File: config.mk
export PLATFORM = sky130hd
export DESIGN_NAME = gllq2d_queue
export DESIGN_NICKNAME = d
export VERILOG_FILES = /design/src/rtl/gllq2d_pkg.sv /design/src/rtl/gllq2d_queue.sv
export SDC_FILE = /design/constraint.sdc
export NUM_CORES = 1
export LEC_CHECK = 0
export ABC_AREA = 1
export BUFFER_PORTS_ARGS = -buffer_cell sky130_fd_sc_hd__buf_2
export CORE_ASPECT_RATIO = 1.75
export CORE_MARGIN = 3
export CORE_UTILIZATION = 57
export CTS_CLUSTER_DIAMETER = 120
export DETAILED_ROUTE_END_ITERATION = 8
export PLACE_DENSITY_LB_ADDON = 0.2
export SLEW_MARGIN = 20
export SYNTH_ARGS = -nofsm -noshare
export SYNTH_HDL_FRONTEND = slang
export SYNTH_SLANG_ARGS = --single-unit
File: constraint.sdc
create_clock -name i_clk -period 6.1 [get_ports i_clk]
set_input_delay 0.915 -clock i_clk [delete_from_list [all_inputs] [get_ports i_clk]]
set_output_delay 0.915 -clock i_clk [all_outputs]
set_load 0.02 [all_outputs]
File: src/rtl/gllq2d_pkg.sv
// Package for the 2D Gauss-Lobatto element quadrature core: item type,
// register codes, queue sizing and the one-dimensional weight tables.
// No dependencies; every other file of the block but the checker uses it.
package gllq2d_pkg;

    // Default sizing for the top-level parameters
    localparam int unsigned DEF_MAX_COMPONENTS = 16;
    localparam int unsigned DEF_MAX_ORDER      = 10;

    // Field and register widths
    localparam int unsigned VAL_W   = 32;
    localparam int unsigned ORDER_W = 4;
    localparam int unsigned COMP_W  = 5;
    localparam int unsigned ELEM_W  = 21;
    localparam int unsigned NODE_W  = 4;
    localparam int unsigned CIDX_W  = 4;
    localparam int unsigned CFG_IDX_W  = 2;
    localparam int unsigned CFG_DATA_W = 21;

    // Weight table layout: one row of TBL_SIDE entries per order, order 2 first
    localparam int unsigned TBL_SIDE = 11;
    localparam int unsigned WQ_W     = 31;   // Q1.30 one-dimensional weight
    localparam int unsigned WP_W     = 24;   // Q2.22 weight product
    localparam logic [63:0] WSCALE   = 64'd10000000000000;

    // Queue between the front and the back
    localparam int unsigned QDEPTH = 4;

    // Configuration register indexes
    typedef enum logic [CFG_IDX_W-1:0] {
        CFG_POLY_ORDER  = 2'd0,
        CFG_COMP_COUNT  = 2'd1,
        CFG_ELEM_COUNT  = 2'd2
    } t_cfg_reg;

    // One classified item as it travels from the front to the back
    typedef struct packed {
        logic signed [VAL_W-1:0]  nodal_value;
        logic signed [VAL_W-1:0]  prior_total;
        logic [COMP_W-1:0]        comp;
        logic [ORDER_W-1:0]       order;
        logic [NODE_W-1:0]        node_i;
        logic [NODE_W-1:0]        node_j;
        logic                     is_first;
        logic                     is_final;
        logic                     last_grid;
    } t_item;

    // One-dimensional GLL weights in units of 1e-13, row (order-2), column k
    function automatic logic [63:0] w1e13(input logic [6:0] idx);
        logic [63:0] w;
        unique case (idx)
            7'd0, 7'd2:                w = 64'd3333333333330;
            7'd1:                      w = 64'd13333333333300;
            7'd11, 7'd14:              w = 64'd1666666666670;
            7'd12, 7'd13:              w = 64'd8333333333330;
            7'd22, 7'd26:              w = 64'd1000000000000;
            7'd23, 7'd25:              w = 64'd5444444444440;
            7'd24:                     w = 64'd7111111111110;
            7'd33, 7'd38:              w = 64'd666666666667;
            7'd34, 7'd37:              w = 64'd3784749562980;
            7'd35, 7'd36:              w = 64'd5548583770350;
            7'd44, 7'd50:              w = 64'd476190476190;
            7'd45, 7'd49:              w = 64'd2768260473620;
            7'd46, 7'd48:              w = 64'd4317453812100;
            7'd47:                     w = 64'd4876190476190;
            7'd55, 7'd62:              w = 64'd357142857143;
            7'd56, 7'd61:              w = 64'd2107042271440;
            7'd57, 7'd60:              w = 64'd3411226924840;
            7'd58, 7'd59:              w = 64'd4124587946590;
            7'd66, 7'd74:              w = 64'd277777777778;
            7'd67, 7'd73:              w = 64'd1654953615610;
            7'd68, 7'd72:              w = 64'd2745387125000;
            7'd69, 7'd71:              w = 64'd3464285109730;
            7'd70:                     w = 64'd3715192743760;
            7'd77, 7'd86:              w = 64'd222222222222;
            7'd78, 7'd85:              w = 64'd1333059908510;
            7'd79, 7'd84:              w = 64'd2248893420630;
            7'd80, 7'd83:              w = 64'd2920426836800;
            7'd81, 7'd82:              w = 64'd3275397611840;
            7'd88, 7'd98:              w = 64'd181818181818;
            7'd89, 7'd97:              w = 64'd1096122732670;
            7'd90, 7'd96:              w = 64'd1871698817800;
            7'd91, 7'd95:              w = 64'd2480481042640;
            7'd92, 7'd94:              w = 64'd2868791247790;
            7'd93:                     w = 64'd3002175954560;
            default:                   w = 64'd0;
        endcase
        return w;
    endfunction

    // Convert a 1e-13 weight to Q1.30 with round half up, 15 bits a step
    function automatic logic [WQ_W-1:0] weight_q30(input logic [63:0] a);
        logic [63:0] q;
        logic [63:0] r;
        logic [63:0] s;
        q = a / WSCALE;
        r = a % WSCALE;
        for (int k = 0; k < 2; k++) begin
            s = r << 15;
            q = (q << 15) + s / WSCALE;
            r = s % WSCALE;
        end
        if ((r << 1) >= WSCALE) begin
            q = q + 64'd1;
        end
        return q[WQ_W-1:0];
    endfunction

endpackage

File: src/rtl/gllq2d_queue.sv
// Short queue between the front and the back of the quadrature core.
// Holds classified items; depends on gllq2d_pkg.
module gllq2d_queue (
    input  logic                  i_clk,
    input  logic                  i_rst_n,
    input  logic                  i_push_valid,
    output logic                  o_push_ready,
    input  gllq2d_pkg::t_item     i_push_item,
    output logic                  o_pop_valid,
    input  logic                  i_pop,
    output gllq2d_pkg::t_item     o_pop_item
);

    localparam int unsigned QPW = $clog2(gllq2d_pkg::QDEPTH);
    localparam int unsigned QCW = $clog2(gllq2d_pkg::QDEPTH + 1);

    gllq2d_pkg::t_item r_mem [gllq2d_pkg::QDEPTH];
    logic [QPW-1:0]    r_wr, r_rd;
    logic [QCW-1:0]    r_count;
    logic              push;
    logic              pop;

    assign o_push_ready = (r_count != QCW'(gllq2d_pkg::QDEPTH));
    assign o_pop_valid  = (r_count != '0);
    assign o_pop_item   = r_mem[r_rd];
    assign push         = i_push_valid && o_push_ready;
    assign pop          = i_pop && o_pop_valid;

    // Store entries
    always_ff @(posedge i_clk) begin
        if (push) begin
            r_mem[r_wr] <= i_push_item;
        end
    end

    // Advance pointers and count
    always_ff @(posedge i_clk) begin
        if (!i_rst_n) begin
            r_wr    <= '0;
            r_rd    <= '0;
            r_count <= '0;
        end else begin
            if (push) begin
                r_wr <= r_wr + QPW'(1);
            end
            if (pop) begin
                r_rd <= r_rd + QPW'(1);
            end
            if (push && !pop) begin
                r_count <= r_count + QCW'(1);
            end else if (pop && !push) begin
                r_count <= r_count - QCW'(1);
            end
        end
    end

endmodule

==> key figures <==
Run status
  • Outcome: complete, no violations

CTS
  • Worst skew pair latency: ~0.54 ns
  • CTS tree: built
  • H-Tree Depth: 1
  • CTS Sinks: 345
  • CTS Hold Bufs: 0
  • Post-CTS sizing: 0
  • Post-CTS Repair Setup Buffers: 0
  • Max Buffers Root-to-Sink: 3
  • Clk root buf: clkbuf_16
  • Clock slew at reported path FFs: 0.07 ns
  • CTS buffer count: 29

Timing
  • # setup viols final: 0
  • TNS Setup: 0 ns
  • Final min period: 4.07 ns
  • Fin worst setup slack: 2.03 ns
  • Final period utilization: 66.8%
  • RSZ-0062 raised after global routing: false
  • Achievable Freq: 245 MHz
  • Hold WS: about 0.51 ns
  • Rel. slew slack: 35.0%
  • Final hold violations: 0
  • Max-slew violations: 0
  • Worst slew pin tran: 0.975 ns
  • Clock Skew: between 0.01 and 0.015 ns

Die
  • DIE AREA: 25800 um2
  • Placeable Area: approximately 23000 um2
  • Std cell rows: 74
  • Top Ports: roughly 170
  • Die Y: 210 um
  • Initial Util: 57.9%
  • Die extent in x: 123 um

GRT
  • GRT Util Overall: 20.9%
  • Grt ovf: 0
  • Vias in the first global route: 7760
  • Initial antenna violation count: 6
  • First-pass GRT wire length: 41.1 mm
  • Maximum number of pins on one net before global-route repair: ~100

Yosys
  • Number of synthesized register bits: 345
  • Synthesized Nets: 974
  • Post-Syn Area: ~14000 um2
  • YS warnings: 0
  • Post-synth top area cell: edfxtp_1
  • Share of the synthesized area in the top cell type: 74.4%
  • Synth Instances: 880
  • Library cells used by synthesis: 25
  • Seq/Total Area, Yosys: 75.7%
  • Avg Cell Area, Syn: 15.4 um2
  • Top post-synthesis cells by area: edfxtp_1 74%, o21ai_0 4.9%, nor2_1 3.9%

Critical path
  • Crit-path slowest cell: buf_4
  • Worst endpoint required time: 5.18 ns
  • Worst path max stage delay: 0.79 ns
  • Kind of critical path: flip-flop to primary output
  • CP Max Fanout: 101
  • CP endpoint kind: primary output
  • Critical Path, Cell by Cell: inv_8, buf_4, o21ai_0, o22ai_2, buf_2
  • CP arrival: around 3.2 ns
  • Crit path launch type: flip-flop

Placed design
  • DP HPWL: ~15 mm
  • GPL Wtd Cong: 0.729
  • Pre-CTS setup slack: about 2.2 ns
  • Post-DP Area: approximately 15000 um2
  • Placed Cells: 1315
  • Port Buffer Count: between 150 and 200

Route
  • Initial detailed-routing violation count: ~470
  • WL final: ~27 mm
  • Vias: between 7000 and 8000
  • Post-route ant nets: 0
  • Drt first pass iters: 5
  • Wire length per cell: 19.9 um
  • Post-route DRC: 0
  • Vias per cell: 5.69

Job
  • Max cap viols: 0

Power
  • PwrDens: 429 nW/um2
  • VDD IR max: about 0.47 mV
  • Leakage power: 5.36 nW
  • Power after layout: roughly 6.7 mW

Cells and area
  • Syn-to-layout area delta: 14.8%
  • Final cell count without fillers: between 1000 and 1500
  • Fill count: 1644
  • Finished Core Util: between 60% and 70%
  • Layout cell share with drive strength beyond 1: 31.4%
  • Design area: 15600 um2
  • Nets@finish: 1138

Min path
  • Hold Crit Class: flip-flop to flip-flop
-- routing by layer --
metal | wire (um) | GRT usage [%]
met5 | 44 | 0
met4 | 664 | 6.92
met3 | 1600 | 4.38
met2 | 14500 | 36.6
met1 | 10500 | 25.7
-- Yosys cell counts --
master	instances
xor2_1	1
buf_2	13
ha_1	5
buf_6	8
nand3b_1	1
inv_1	13
a21oi_1	3
o22ai_2	40
nand2_1	15
nor2_2	2
nor2_4	40
inv_6	1
buf_8	1
o21ai_1	20
nor2_1	140
clkbuf_1	27
o21ai_2	16
o22ai_1	44
fa_1	1
o21ai_0	133
inv_2	2
buf_12	5
nand3_1	4
edfxtp_1	336
dfxtp_1	9
-- final cells by class --
type | instances | area [um2] | area share (%)
diodes | 3 | 7.51 | 0.0482
clock buffers | 35 | 748 | 4.80
clock inverters | 17 | 205 | 1.32
inverters | 16 | 67.6 | 0.434
multi-input cells | 465 | 2890 | 18.6
flip-flops and latches | 345 | 10300 | 66.0
well taps | 304 | 380 | 2.44
repair buffers | 187 | 1000 | 6.44
-- registers in the layout, summed over array words and instances, names as in the netlist, named ones only --
| name | cells |
|---|---|
| r_count | 3 |
| r_mem | 336 |
| r_rd | 2 |
| r_wr | 2 |
-- critical path, delay by kind of cell (launching register included) --
family	cells	cell delay, ns
AOI/OAI and AO/OA	2	0.35
buffers and inverters	3	1.71
DFF	1	0.49
-- cells by family after synthesis --
family	after synthesis	share of synthesized area [%]
and+or+nand+nor	202	7.90
adders and majority gates	6	0.609
DFF	345	75.7
AOI/OAI and AO/OA	256	12.5
xor gates and xnor gates	1	0.0646
buffers and inverters	70	3.22
-- report_power, final --
group | leakage (nW) | switching, mW | internal [mW]
Sequential | 3.15 | 0.0923 | 2.88
Clock | 0.464 | 0.778 | 1.08
Combinational | 1.74 | 1.29 | 0.559
-- placed cells by master (no fill, tap or decap), types with 7 or more instances in the layout --
master	n
edfxtp_1	336
buf_2	173
nor2_1	136
o21ai_0	133
o22ai_1	44
nor2_4	44
o22ai_2	40
clkbuf_16	29
o21ai_1	20
o21ai_2	16
nand2_1	15
inv_1	13
buf_4	12
dfxtp_1	7
-- final timing paths --
path	from	to	slack (ns)	depth (start not counted)
worst max-delay path	flip-flop	o_pop_item[25]	2.03	5
worst min-delay path	r_rd[1]	flip-flop	0.51	2
worst min register to register	r_rd[1]	flip-flop	0.51	2
worst max register to register	r_count[0]	r_mem[1][23]	3.47	6
Note: power is estimated with default switching activity, not from simulation.
