## src/rtl/gllq2d_pkg.sv

```systemverilog
// Package for the 2D Gauss-Lobatto element quadrature core: item type,
// register codes, queue sizing and the one-dimensional weight tables.
// No dependencies; every other file of the block but the checker uses it.
package gllq2d_pkg;

    // Default sizing for the top-level parameters
    localparam int unsigned DEF_MAX_COMPONENTS = 16;
    localparam int unsigned DEF_MAX_ORDER      = 10;

    // Field and register widths
    localparam int unsigned VAL_W   = 32;
    localparam int unsigned ORDER_W = 4;
    localparam int unsigned COMP_W  = 5;
    localparam int unsigned ELEM_W  = 21;
    localparam int unsigned NODE_W  = 4;
    localparam int unsigned CIDX_W  = 4;
    localparam int unsigned CFG_IDX_W  = 2;
    localparam int unsigned CFG_DATA_W = 21;

    // Weight table layout: one row of TBL_SIDE entries per order, order 2 first
    localparam int unsigned TBL_SIDE = 11;
    localparam int unsigned WQ_W     = 31;   // Q1.30 one-dimensional weight
    localparam int unsigned WP_W     = 24;   // Q2.22 weight product
    localparam logic [63:0] WSCALE   = 64'd10000000000000;

    // Queue between the front and the back
    localparam int unsigned QDEPTH = 4;

    // Configuration register indexes
    typedef enum logic [CFG_IDX_W-1:0] {
        CFG_POLY_ORDER  = 2'd0,
        CFG_COMP_COUNT  = 2'd1,
        CFG_ELEM_COUNT  = 2'd2
    } t_cfg_reg;

    // One classified item as it travels from the front to the back
    typedef struct packed {
        logic signed [VAL_W-1:0]  nodal_value;
        logic signed [VAL_W-1:0]  prior_total;
        logic [COMP_W-1:0]        comp;
        logic [ORDER_W-1:0]       order;
        logic [NODE_W-1:0]        node_i;
        logic [NODE_W-1:0]        node_j;
        logic                     is_first;
        logic                     is_final;
        logic                     last_grid;
    } t_item;

    // One-dimensional GLL weights in units of 1e-13, row (order-2), column k
    function automatic logic [63:0] w1e13(input logic [6:0] idx);
        logic [63:0] w;
        unique case (idx)
            7'd0, 7'd2:                w = 64'd3333333333330;
            7'd1:                      w = 64'd13333333333300;
            7'd11, 7'd14:              w = 64'd1666666666670;
            7'd12, 7'd13:              w = 64'd8333333333330;
            7'd22, 7'd26:              w = 64'd1000000000000;
            7'd23, 7'd25:              w = 64'd5444444444440;
            7'd24:                     w = 64'd7111111111110;
            7'd33, 7'd38:              w = 64'd666666666667;
            7'd34, 7'd37:              w = 64'd3784749562980;
            7'd35, 7'd36:              w = 64'd5548583770350;
            7'd44, 7'd50:              w = 64'd476190476190;
            7'd45, 7'd49:              w = 64'd2768260473620;
            7'd46, 7'd48:              w = 64'd4317453812100;
            7'd47:                     w = 64'd4876190476190;
            7'd55, 7'd62:              w = 64'd357142857143;
            7'd56, 7'd61:              w = 64'd2107042271440;
            7'd57, 7'd60:              w = 64'd3411226924840;
            7'd58, 7'd59:              w = 64'd4124587946590;
            7'd66, 7'd74:              w = 64'd277777777778;
            7'd67, 7'd73:              w = 64'd1654953615610;
            7'd68, 7'd72:              w = 64'd2745387125000;
            7'd69, 7'd71:              w = 64'd3464285109730;
            7'd70:                     w = 64'd3715192743760;
            7'd77, 7'd86:              w = 64'd222222222222;
            7'd78, 7'd85:              w = 64'd1333059908510;
            7'd79, 7'd84:              w = 64'd2248893420630;
            7'd80, 7'd83:              w = 64'd2920426836800;
            7'd81, 7'd82:              w = 64'd3275397611840;
            7'd88, 7'd98:              w = 64'd181818181818;
            7'd89, 7'd97:              w = 64'd1096122732670;
            7'd90, 7'd96:              w = 64'd1871698817800;
            7'd91, 7'd95:              w = 64'd2480481042640;
            7'd92, 7'd94:              w = 64'd2868791247790;
            7'd93:                     w = 64'd3002175954560;
            default:                   w = 64'd0;
        endcase
        return w;
    endfunction

    // Convert a 1e-13 weight to Q1.30 with round half up, 15 bits a step
    function automatic logic [WQ_W-1:0] weight_q30(input logic [63:0] a);
        logic [63:0] q;
        logic [63:0] r;
        logic [63:0] s;
        q = a / WSCALE;
        r = a % WSCALE;
        for (int k = 0; k < 2; k++) begin
            s = r << 15;
            q = (q << 15) + s / WSCALE;
            r = s % WSCALE;
        end
        if ((r << 1) >= WSCALE) begin
            q = q + 64'd1;
        end
        return q[WQ_W-1:0];
    endfunction

endpackage

```

## src/rtl/gllq2d_if.sv

```systemverilog
// Channel interfaces of the quadrature core: nodal input, result output
// and configuration write. Uses gllq2d_pkg for widths.
interface gllq2d_in_if;
    logic                                  valid;
    logic                                  ready;
    logic signed [gllq2d_pkg::VAL_W-1:0]   nodal_value;
    logic signed [gllq2d_pkg::VAL_W-1:0]   prior_total;

    modport source (output valid, nodal_value, prior_total, input ready);
    modport sink   (input valid, nodal_value, prior_total, output ready);
endinterface


interface gllq2d_cfg_if;
    logic                                  valid;
    logic                                  ready;
    logic [gllq2d_pkg::CFG_IDX_W-1:0]      index;
    logic [gllq2d_pkg::CFG_DATA_W-1:0]     data;

    modport source (output valid, index, data, input ready);
    modport sink   (input valid, index, data, output ready);
endinterface

```

## src/rtl/gllq2d_front.sv

```systemverilog
// Front of the quadrature core: configuration registers, node and element
// traversal counters, and classification of each accepted value.
// Depends on gllq2d_pkg and gllq2d_if.
module gllq2d_front #(
    parameter int unsigned MAX_COMPONENTS = gllq2d_pkg::DEF_MAX_COMPONENTS,
    parameter int unsigned MAX_ORDER      = gllq2d_pkg::DEF_MAX_ORDER
) (
    input  logic                  i_clk,
    input  logic                  i_rst_n,
    gllq2d_in_if.sink             i_in,
    gllq2d_cfg_if.sink            i_cfg,
    output logic                  o_push_valid,
    input  logic                  i_push_ready,
    output gllq2d_pkg::t_item     o_push_item
);

    logic [gllq2d_pkg::ORDER_W-1:0] r_poly_order, n_poly_order;
    logic [gllq2d_pkg::COMP_W-1:0]  r_comp_count, n_comp_count;
    logic [gllq2d_pkg::ELEM_W-1:0]  r_elem_count, n_elem_count;
    logic [gllq2d_pkg::COMP_W-1:0]  r_comp, n_comp;
    logic [gllq2d_pkg::NODE_W-1:0]  r_node_i, n_node_i;
    logic [gllq2d_pkg::NODE_W-1:0]  r_node_j, n_node_j;
    logic [gllq2d_pkg::ELEM_W-1:0]  r_elem, n_elem;

    logic [gllq2d_pkg::ORDER_W-1:0] eff_order;
    logic [gllq2d_pkg::COMP_W-1:0]  eff_comps;
    logic [gllq2d_pkg::ELEM_W-1:0]  eff_elems;
    logic                           last_comp;
    logic                           last_i;
    logic                           last_j;
    logic                           last_elem;
    logic                           accept;

    // Clamp the registers to their working ranges
    always_comb begin
        if (r_poly_order < 4'd2) begin
            eff_order = 4'd2;
        end else if (r_poly_order > gllq2d_pkg::ORDER_W'(MAX_ORDER)) begin
            eff_order = gllq2d_pkg::ORDER_W'(MAX_ORDER);
        end else begin
            eff_order = r_poly_order;
        end
        if (r_comp_count == '0) begin
            eff_comps = 5'd1;
        end else if (7'(r_comp_count) > 7'(MAX_COMPONENTS)) begin
            eff_comps = gllq2d_pkg::COMP_W'(MAX_COMPONENTS);
        end else begin
            eff_comps = r_comp_count;
        end
        eff_elems = (r_elem_count == '0) ? 21'd1 : r_elem_count;
    end

    // Classify the current position
    assign last_comp = ({1'b0, r_comp} + 6'd1) >= {1'b0, eff_comps};
    assign last_i    = (r_node_i == eff_order);
    assign last_j    = (r_node_j == eff_order);
    assign last_elem = ({1'b0, r_elem} + 22'd1) >= {1'b0, eff_elems};

    assign accept       = i_in.valid && i_push_ready;
    assign i_in.ready   = i_push_ready;
    assign i_cfg.ready  = 1'b1;
    assign o_push_valid = i_in.valid;

    always_comb begin
        o_push_item.nodal_value = i_in.nodal_value;
        o_push_item.prior_total = i_in.prior_total;
        o_push_item.comp        = r_comp;
        o_push_item.order       = eff_order;
        o_push_item.node_i      = r_node_i;
        o_push_item.node_j      = r_node_j;
        o_push_item.is_first    = (r_node_i == '0) && (r_node_j == '0);
        o_push_item.is_final    = last_i && last_j;
        o_push_item.last_grid   = last_comp && last_elem;
    end

    // Advance the traversal on a transfer; a register write restarts it
    always_comb begin
        n_poly_order = r_poly_order;
        n_comp_count = r_comp_count;
        n_elem_count = r_elem_count;
        n_comp       = r_comp;
        n_node_i     = r_node_i;
        n_node_j     = r_node_j;
        n_elem       = r_elem;
        if (accept) begin
            if (!last_comp) begin
                n_comp = r_comp + 5'd1;
            end else begin
                n_comp = '0;
                if (!last_j) begin
                    n_node_j = r_node_j + 4'd1;
                end else begin
                    n_node_j = '0;
                    if (!last_i) begin
                        n_node_i = r_node_i + 4'd1;
                    end else begin
                        n_node_i = '0;
                        n_elem   = last_elem ? '0 : r_elem + 21'd1;
                    end
                end
            end
        end
        if (i_cfg.valid) begin
            unique case (gllq2d_pkg::t_cfg_reg'(i_cfg.index))
                gllq2d_pkg::CFG_POLY_ORDER: begin
                    n_poly_order = i_cfg.data[gllq2d_pkg::ORDER_W-1:0];
                end
                gllq2d_pkg::CFG_COMP_COUNT: begin
                    n_comp_count = i_cfg.data[gllq2d_pkg::COMP_W-1:0];
                end
                gllq2d_pkg::CFG_ELEM_COUNT: begin
                    n_elem_count = i_cfg.data[gllq2d_pkg::ELEM_W-1:0];
                end
                default: begin
                end
            endcase
            if (i_cfg.index == gllq2d_pkg::CFG_POLY_ORDER ||
                i_cfg.index == gllq2d_pkg::CFG_COMP_COUNT ||
                i_cfg.index == gllq2d_pkg::CFG_ELEM_COUNT) begin
                n_comp   = '0;
                n_node_i = '0;
                n_node_j = '0;
                n_elem   = '0;
            end
        end
    end

    always_ff @(posedge i_clk) begin
        if (!i_rst_n) begin
            r_poly_order <= 4'd2;
            r_comp_count <= 5'd1;
            r_elem_count <= 21'd1;
            r_comp       <= '0;
            r_node_i     <= '0;
            r_node_j     <= '0;
            r_elem       <= '0;
        end else begin
            r_poly_order <= n_poly_order;
            r_comp_count <= n_comp_count;
            r_elem_count <= n_elem_count;
            r_comp       <= n_comp;
            r_node_i     <= n_node_i;
            r_node_j     <= n_node_j;
            r_elem       <= n_elem;
        end
    end

endmodule

```

## src/flat_wrapper.sv

```systemverilog
// flat-port wrapper written by rule: the top's interface ports become plain ports
module gllq2d_front_flat 
#(
    parameter int unsigned MAX_COMPONENTS = gllq2d_pkg::DEF_MAX_COMPONENTS,
    parameter int unsigned MAX_ORDER      = gllq2d_pkg::DEF_MAX_ORDER
)
  (i_clk, i_rst_n, o_push_valid, i_push_ready, o_push_item, i_in_valid, i_in_nodal_value, i_in_prior_total, i_in_ready, i_cfg_valid, i_cfg_index, i_cfg_data, i_cfg_ready);
  gllq2d_in_if i_in_i ();
  gllq2d_cfg_if i_cfg_i ();
  input  logic i_clk;
  input  logic i_rst_n;
  output logic o_push_valid;
  input  logic i_push_ready;
  output gllq2d_pkg::t_item o_push_item;
  input wire logic [$bits(i_in_i.valid)-1:0] i_in_valid;
  input wire logic [$bits(i_in_i.nodal_value)-1:0] i_in_nodal_value;
  input wire logic [$bits(i_in_i.prior_total)-1:0] i_in_prior_total;
  output wire logic [$bits(i_in_i.ready)-1:0] i_in_ready;
  input wire logic [$bits(i_cfg_i.valid)-1:0] i_cfg_valid;
  input wire logic [$bits(i_cfg_i.index)-1:0] i_cfg_index;
  input wire logic [$bits(i_cfg_i.data)-1:0] i_cfg_data;
  output wire logic [$bits(i_cfg_i.ready)-1:0] i_cfg_ready;
  assign i_in_i.valid = i_in_valid;
  assign i_in_i.nodal_value = i_in_nodal_value;
  assign i_in_i.prior_total = i_in_prior_total;
  assign i_in_ready = i_in_i.ready;
  assign i_cfg_i.valid = i_cfg_valid;
  assign i_cfg_i.index = i_cfg_index;
  assign i_cfg_i.data = i_cfg_data;
  assign i_cfg_ready = i_cfg_i.ready;
  gllq2d_front #(.MAX_COMPONENTS(MAX_COMPONENTS), .MAX_ORDER(MAX_ORDER)) u_core (.i_clk(i_clk), .i_rst_n(i_rst_n), .i_in(i_in_i), .i_cfg(i_cfg_i), .o_push_valid(o_push_valid), .i_push_ready(i_push_ready), .o_push_item(o_push_item));
endmodule
```

## config.mk

```make
export PLATFORM = sky130hd
export DESIGN_NAME = gllq2d_front_flat
export DESIGN_NICKNAME = d
export VERILOG_FILES = /design/src/rtl/gllq2d_pkg.sv /design/src/rtl/gllq2d_if.sv /design/src/rtl/gllq2d_front.sv /design/src/flat_wrapper.sv
export SDC_FILE = /design/constraint.sdc
export NUM_CORES = 1
export LEC_CHECK = 0
export ABC_AREA = 1
export BUFFER_PORTS_ARGS = -buffer_cell sky130_fd_sc_hd__buf_2
export CORE_ASPECT_RATIO = 1.2
export CORE_UTILIZATION = 55
export CTS_BUF_LIST = sky130_fd_sc_hd__clkbuf_2
export CTS_CLUSTER_DIAMETER = 150
export DETAILED_ROUTE_END_ITERATION = 10
export PLACE_DENSITY = 0.95
export SYNTH_ARGS = -nofsm -noshare
export SYNTH_HDL_FRONTEND = slang
export SYNTH_SLANG_ARGS = --single-unit
```

## constraint.sdc

```tcl
create_clock -name i_clk -period 5.65 [get_ports i_clk]
set_input_delay 0 -clock i_clk [delete_from_list [all_inputs] [get_ports i_clk]]
set_output_delay 0 -clock i_clk [all_outputs]
set_load 0.02 [all_outputs]
```

==> run metrics <==
outcome finished, violations left; failing checks design-rule violations; setup TNS 0 ps; Seq pwr share 0.461; CP startpoint kind register; wire per inst 15.4 um; antenna diode count 0; mapped cell area 4540 um2; 1st-pass router iterations 9; Clock power frac 0.336; Clk Latency, worst-skew pair 570 ps; post_cts resized 0; CTS tree built; Worst Tran Pin Value approximately 1000 ps; Min-Delay Startpoint i_in_prior_total[3]; routed wire length 12,000 um; PortBufs 49; worst reg-to-reg path cell count 17; CP required 5650 ps; Congestion Overflow GR 0; RSZ-0062 raised after global routing no; GP Congestion just over 0.9; fmax ~260 MHz; flop2flop setup slack 1820 ps; final core utilization 0.637; DR iter-0 viols 309; Crit path top cell by count nand2_1; CTS clk-pin slew, worst paths between 150 and 200 ps; Syn. warnings 0; crit path capture type primary output; Layout Nets 809; Largest stage delay, worst path 470 ps; Gate Count Post-Synth 653; Final HPWL DP between 7000 and 8000 um; DRC viols 18; cts bufs inserted 9; initial antenna violation count 0; Worst Hold Depth 0; final slew viol count 0; Worst path slowest cell dfxtp_1; ratio of cells with drive above 1 in the final layout 0.136; register area share after synthesis 0.282; CP max FO 9; vias 4,509; largest net degree at the start of global routing 42; Leak roughly 2.4 nW; number of library cell types mapped by synthesis 38; Hold Path End o_push_item[23]; Final Cycle Share 0.685; # setup viols final 0; Initial Utilization 0.579; FP Rows 35; crit path cell chain ha_1 > nand2_1 > nor2_1 > nand4_1 > nor2_1 > xor2_1 > ha_1 > nand2_1 > nor2_1 > nand2_1 > nor2_1 > nand2_1 > nand2_1 > nand2_1 > nand3_1 > nor2_2 > nor2_1 > buf_2; worst path arrival time 3870 ps; H-tree Lvls 3; Cell Int Power 0.696 mW; floorplan core area 7840 um2; PD cells 208 nW/um2; Antenna Violating Nets Remaining 0; Fillers between 600 and 700; first-pass GRT wire length 20,100 um; max_slew headroom 0.332; Die ar. 8620 um2; Worst Skew 36.4 ps; CTS Sinks between 60 and 70; min Tclk post-route 3870 ps; Max rail drop VDD 144 uV; worst r2r src u_core.r_elem[0]$_SDFF_PN0_; Hold Crit Class input pin to primary output; Root Driver clkbuf_2; switching share of power 0.329; # IOs approximately 180; die width about 85 um; Area growth syn-to-layout 10.1%; capture point of the worst reg-to-reg path u_core.r_elem[13]$_SDFF_PN0_; Die Ht 101 um; kind of critical path register to primary output; syn avg cell area 6.95 um2; Gate power share 0.203; max cap viols 0; Net Sw Power 0.342 mW; Longest Clk Path Bufs 2; Avg Vias per Cell 5.77; Mapped Nets 777; flops & latches, synth 64; final hold violations 0; all-layer global routing usage 0.295; number of global-route vias before repair 4,505
-- how the worst max path moves through the flow --
stage / start / to / slack [ps]
finish: u_core.r_elem[0]$_SDFF_PN0_ / o_push_item[0] / 1780
global route: u_core.r_elem[0]$_SDFF_PN0_ / u_core.r_elem[17]$_SDFF_PN0_ / 1530
CTS: u_core.r_elem[0]$_SDFF_PN0_ / o_push_item[0] / 1920
detailed placement: u_core.r_elem[0]$_SDFF_PN0_ / u_core.r_elem[6]$_SDFF_PN0_ / 2100
global placement: u_core.r_elem[0]$_SDFF_PN0_ / u_core.r_elem[5]$_SDFF_PN0_ / 2340
floorplan: u_core.r_elem[0]$_SDFF_PN0_ / u_core.r_elem[13]$_SDFF_PN0_ / 2860
-- through the flow --
| stage | setup WS [ps] | cell area, um2 | power (mW) | hold WS, ps | cells |
|---|---|---|---|---|---|
| after global placement | 2340 | 4330 | 0.647 | 0.137 | 714 |
| after floorplan | 2860 | 4540 | 0.677 | 113 | 653 |
| after CTS | 1920 | 4990 | 1.02 | 0.137 | 782 |
| after global routing | 1530 | 4990 | 1.08 | 0.0292 | 782 |
| final | 1780 | 4990 | 1.04 | 0.00561 | 782 |
| after detailed placement | 2100 | 4330 | 0.657 | 0.137 | 714 |
-- critical path, delay by kind of cell, from the launching register on --
family / cells / cell delay [ps]
and+or+nand+nor: 14 / 1910
adders and majority gates: 2 / 490
DFF: 1 / 470
xor gates and xnor gates: 1 / 290
buffers and inverters: 1 / 180
-- cells by family after synthesis --
kind of cell | synth area share
and+or+nand+nor | 0.273
adders and majority gates | 0.0883
xor gates and xnor gates | 0.0367
buffers and inverters | 0.195
other | 0.000827
AOI/OAI and AO/OA | 0.124
DFF | 0.282
-- cell usage after synthesis --
cell type	instances	area (um2)
dfxtp_1	64	1280
nor2_1	42	158
xnor2_1	2	17.5
nor4_1	2	12.5
inv_2	6	22.5
o21ai_0	44	220
ha_1	32	400
nor2_2	5	31.3
a21oi_4	1	16.3
a21oi_1	52	260
o21a_1	2	15.0
nand4_1	10	62.6
buf_4	68	510
buf_6	1	11.3
nor2_4	3	33.8
o211ai_1	2	15.0
nand4_2	2	25.0
buf_1	1	3.75
a41o_1	1	10.0
or4_1	1	7.51
inv_1	77	289
nor3_1	7	35.0
nor2_8	1	20.0
a21boi_0	1	7.51
nand3_1	46	230
buf_2	1	5.00
or2_2	1	6.26
nand2_2	4	25.0
nand3_2	4	40.0
clkinv_1	2	7.51
nand3b_1	1	7.51
nand3_4	2	35.0
nand2_1	135	507
xor2_1	17	149
conb_1	1	3.75
o21ai_1	1	5.00
o21bai_1	2	15.0
clkbuf_1	9	33.8
-- repair_timing --
action | in CTS | in global routing
hold endpoints to repair | 34 | 0
endpoints found under the setup margin | 0 | 0
setup buffers | 0 | 0
hold buffers | 52 | 0
-- layer usage --
layer,global-route usage,vias up,routed length (um)
li1,-,2108,-
met1,0.304,2026,4360
met2,0.517,298,5950
met3,0.0636,77,1000
met4,0.246,0,738
met5,0,-,0
-- power groups by stage --
stage                     logic [mW]  registers [mW]  clock network (mW)
after detailed placement       0.171           0.486                   0
after CTS                      0.202           0.477               0.339
final                          0.210           0.478               0.348
after floorplan                0.193           0.485                   0
after global routing           0.231           0.480               0.367
after global placement         0.162           0.485                   0
-- placed cells by master, fill, tap and decap left out, drive strengths merged, types with 17 or more instances in the layout --
cell type and instances:
nor2 51, dlygate4sd3 52, buf 49, nand3 52, xor2 17, o21ai 45
a21oi 53, dfxtp 64, inv 84, ha 32, nand2 139
-- layout make-up --
| type | instances | area [um2] | share of cell area |
|---|---|---|---|
| sequential | 64 | 1280 | 0.257 |
| timing repair buffer | 101 | 766 | 0.153 |
| clock inverter | 7 | 95.1 | 0.0190 |
| clock buffer | 9 | 45.0 | 0.00902 |
| tap | 92 | 115 | 0.0231 |
| inverter | 85 | 319 | 0.0639 |
| multi-input combinational | 424 | 2370 | 0.475 |
-- state kept, by name (all words and copies together) (netlist names) --
register	cells
u_core.r_elem	21
u_core.r_elem_count	21
u_core.r_node_j	4
u_core.r_node_i	4
u_core.r_poly_order	4
u_core.r_comp	5
u_core.r_comp_count	5
Note: power is estimated with default switching activity, not from simulation.
